==> src/shbf_divider.sv <==
`default_nettype none

module shbf_divider (
    input  wire logic        i_clk,
    input  wire logic        i_rst_n,
    input  wire logic        i_start,
    input  wire logic [31:0] i_dividend,
    input  wire logic [30:0] i_divisor,
    output logic             o_done,
    output logic [31:0]      o_quotient,
    output logic [30:0]      o_remainder
);

    logic [31:0] r_quo;
    logic [31:0] r_rem;
    logic [30:0] r_div;
    logic [4:0]  r_cnt;
    logic        r_run;
    logic        r_done;

    logic [31:0] trial;
    logic        fits;

    always_comb begin
        trial = {r_rem[30:0], r_quo[31]};
        fits  = trial >= {1'b0, r_div};
    end

    always_ff @(posedge i_clk) begin
        if (!i_rst_n) begin
            r_run  <= 1'b0;
            r_done <= 1'b0;
            r_cnt  <= '0;
        end else begin
            r_done <= 1'b0;
            if (i_start) begin
                r_run <= 1'b1;
                r_cnt <= '0;
            end else if (r_run) begin
                r_cnt <= r_cnt + 5'd1;
                if (r_cnt == 5'd31) begin
                    r_run  <= 1'b0;
                    r_done <= 1'b1;
                end
            end
        end
    end

    always_ff @(posedge i_clk) begin
        if (i_start) begin
            r_quo <= i_dividend;
            r_rem <= '0;
            r_div <= i_divisor;
        end else if (r_run) begin
            r_quo <= {r_quo[30:0], fits};
            r_rem <= fits ? trial - {1'b0, r_div} : trial;
        end
    end

    assign o_done      = r_done;
    assign o_quotient  = r_quo;
    assign o_remainder = r_rem[30:0];

endmodule

`default_nettype wire

==> config.mk <==
export PLATFORM = sky130hd
export DESIGN_NAME = shbf_divider
export DESIGN_NICKNAME = d
export VERILOG_FILES = /design/src/shbf_divider.sv
export SDC_FILE = /design/constraint.sdc
export NUM_CORES = 1
export LEC_CHECK = 0
export ABC_AREA = 1
export BUFFER_PORTS_ARGS = -buffer_cell sky130_fd_sc_hd__buf_2
export CAP_MARGIN = 20
export CORE_MARGIN = 2
export CORE_UTILIZATION = 35
export DETAILED_ROUTE_END_ITERATION = 10
export PLACE_DENSITY_LB_ADDON = 0.05
export SLEW_MARGIN = 20
export SYNTH_ARGS = -nofsm -noshare
export SYNTH_HDL_FRONTEND = slang
export SYNTH_SLANG_ARGS = --single-unit
==> constraint.sdc <==
create_clock -name i_clk -period 5.1 [get_ports i_clk]
set_input_delay 0.765 -clock i_clk [delete_from_list [all_inputs] [get_ports i_clk]]
set_output_delay 0.765 -clock i_clk [all_outputs]
set_load 0.01 [all_outputs]
==> flow_summary.ini <==
[power_and_ir_drop]
p_per_area_nw_per_um2 = 240.4
p_clk_share_pct = 36.8
power_frac_comb_pct = 13.6
power_leakage_uw = 0.004421
sw_frac_of_total_pct = 28.53
p_seq_share_pct = 49.6
p_int_uw = 1366
switchingPower_uw = 545.4
peakVddDrop_uv = 142.5

[grt]
grt_start_max_net_pins = 64
grtUsageTotal_pct = 18.40
grt_pass1_vias = 5940
grt.overflow.total = 0
antenna_found_initial = 0
grt_pass1_wl_mm = 29.65

[cells_and_area]
final_nets = 1197
finalNonFillerCells = 1362
multi_input_area_um2 = 3309
design_area_um2 = 7949
antennaDiodeCount = 0
layout_commonest_cell = nand2_1
final-seq-area_um2 = 2653
final_layout_size_suffix_gt1_share_pct = 16.88
fillCellCount = 2087
syn_to_final_growth_pct = 16.98
layout_common_cells = nand2_1 (404), inv_1 (178), buf_2 (129)

[timing]
worst_pin_slew_ns = 0.9633
hold_violations = 0
clock.fmax_mhz = 370.4
period_share_pct = 52.93
period_minus_slack_ns = 2.699
rsz0062_at_grt = no
relSlewSlack_pct = 35.38
drv_slew = 0
fin_setup_tns_ns = 0
finalSetupViolCount = 0
fin_skew_ns = 0.01695

[clock_tree]
cts_root_buf = clkbuf_16
cts_tree = yes
path_clk_slew_ns = 0.08
cts_buffers = 9
clockBufferDepth = 2
cts_max_level = 3
ctsHoldBuffers = 0
worstSkewPairLatency_ns = 0.36
post-cts-setup-buffers = 0
cts_sinks = 101
cts_resized = 0

[routing]
vias_per_cell = 4.410
drc_errors = 0
dr_wl_met2_mm = 7.882
dr_total_vias = 6007
avgRoutedWirePerCell_um = 13.23
top_layer_used = met4
antenna_left = 0
wl_met3_mm = 1.003
drt_first_pass_iters = 4
drt_iter0_drc = 283
routed_wl_mm = 18.02
drt-met1-wl_mm = 8.872

[placed_design]
dp_cells = 1346
dpl_cell_area_um2 = 7657
post-dp-hpwl_mm = 13.46
io_buffers = 129
gp_congestion = 0.9213

[floorplan]
fp.dieH_um = 143.3
die-area_um2 = 20540
core.rowCount = 50
die_w_um = 143.3
io_pins = 130
core_um2 = 18890
start_util_pct = 35.97

[setup_path]
critPathKind = reg -> reg
crit_family = simple AND/OR/NAND/NOR gates
crit_path_start_kind = flip-flop
cp_cell_sequence = inv_1 -> ha_1 -> fa_1 -> inv_1 -> nand2_1 -> nand2_1 -> nand3_2 -> nand2_2 -> nand2_2 -> nand3_2 -> nand2_4 -> nand2_4 -> nand2_1 -> nand3_1 -> o21ai_1
critPathSlowestCell = nand2_4
cp_common_cell = nand2_1
slowest_delay_ns = 0.44
cp.required_ns = 5.33
arrival_ns = 2.92
crit_fanout = 34
worstSetupEndpointType = flip-flop
path_buf_inv = 2

[synth]
yosysSeqAreaShare_pct = 39.04
syn_area_um2 = 6795
synth_area_leaders = edfxtp_1 (28%), nand2_1 (22%), dfxtp_1 (11%)
yosysTopAreaCell = edfxtp_1
synth.top_cell.area_share_pct = 27.84
synthCells = 976
ys_warn_count = 0
netlist-cell-type-count = 40
syn_avg_cell_area_um2 = 6.962
synth-seq-cells = 101
synth_fp_nets = 1076

[run_status]
status = complete, no violations

[min_path]
hold_class = reg -> reg

[run]
cap_violations = 0
[cell type report]
cell class              instances  share of cell area (%)
flip-flops and latches        101                   33.37
well taps                     260                   4.093
inverters                     185                   8.736
repair buffers                133                   8.500
clock buffers                  10                   2.881
multi-input cells             667                   41.63
clock inverters                 6                  0.7870
[state kept, by name (all words and copies together), names as in the netlist]
signal	flops
o_done	1
o_quotient	32
r_cnt	5
r_div	31
r_rem	31
r_run	1
[layer usage]
metal / global-route usage [%] / vias up
li1: - / 3247
met1: 25.13 / 2607
met2: 28.99 / 136
met3: 4.965 / 17
met4: 4.644 / 0
met5: 0 / -
[synthesized netlist by cell type (all sizes together)]
| library cell | count |
|---|---|
| nor4 | 2 |
| nor3 | 4 |
| or2 | 2 |
| nand3 | 77 |
| nand2 | 416 |
| and2 | 4 |
| and3 | 1 |
| fa | 1 |
| dfxtp | 38 |
| o21ai | 16 |
| nand4 | 6 |
| nand3b | 16 |
| clkbuf | 13 |
| buf | 10 |
| a21oi | 20 |
| a31oi | 2 |
| clkinv | 2 |
| xnor2 | 11 |
| o21bai | 1 |
| a211oi | 1 |
| nor2 | 49 |
| inv | 183 |
| ha | 33 |
| edfxtp | 63 |
| xor2 | 4 |
| o21a | 1 |
[power by group through the flow]
stage	combinational, uW	clock (uW)	sequential [uW]
2_1_floorplan	147	0	976
4_1_cts	265	733	948
3_5_place_dp	265	0	964
6_report	260	704	947
3_3_place_gp	266	0	966
5_1_grt	297	766	954
[cell families after synthesis]
group	share of synthesized area, %
DFF	39.04
buffers and inverters	12.30
and+or+nand+nor	36.92
adders and majority gates	6.371
xor gates and xnor gates	1.933
AOI/OAI and AO/OA	3.443
[worst paths after layout]
kind	cells past startpoint	startpoint	slack [ns]	to
max	15	o_quotient[31]	2.40	r_rem[8]
min	1	r_cnt[3]	0.45	r_cnt[3]
min reg2reg	1	r_cnt[3]	0.45	r_cnt[3]
max reg2reg	15	o_quotient[31]	2.40	r_rem[8]
[stage by stage]
| step | total power, uW | hold slack, ns | setup WS (ns) | util [%] |
|---|---|---|---|---|
| floorplan | 1123 | 0.4204 | 2.421 | - |
| global placement | 1231 | 0.4408 | 2.482 | 40.53 |
| detailed placement | 1229 | 0.4425 | 2.389 | 40.53 |
| CTS | 1945 | 0.4553 | 2.362 | 42.07 |
| global route | 2016 | 0.4895 | 2.128 | 42.07 |
| finish | 1911 | 0.4490 | 2.401 | 42.07 |
No activity file was read; power rests on OpenSTA's default activity.
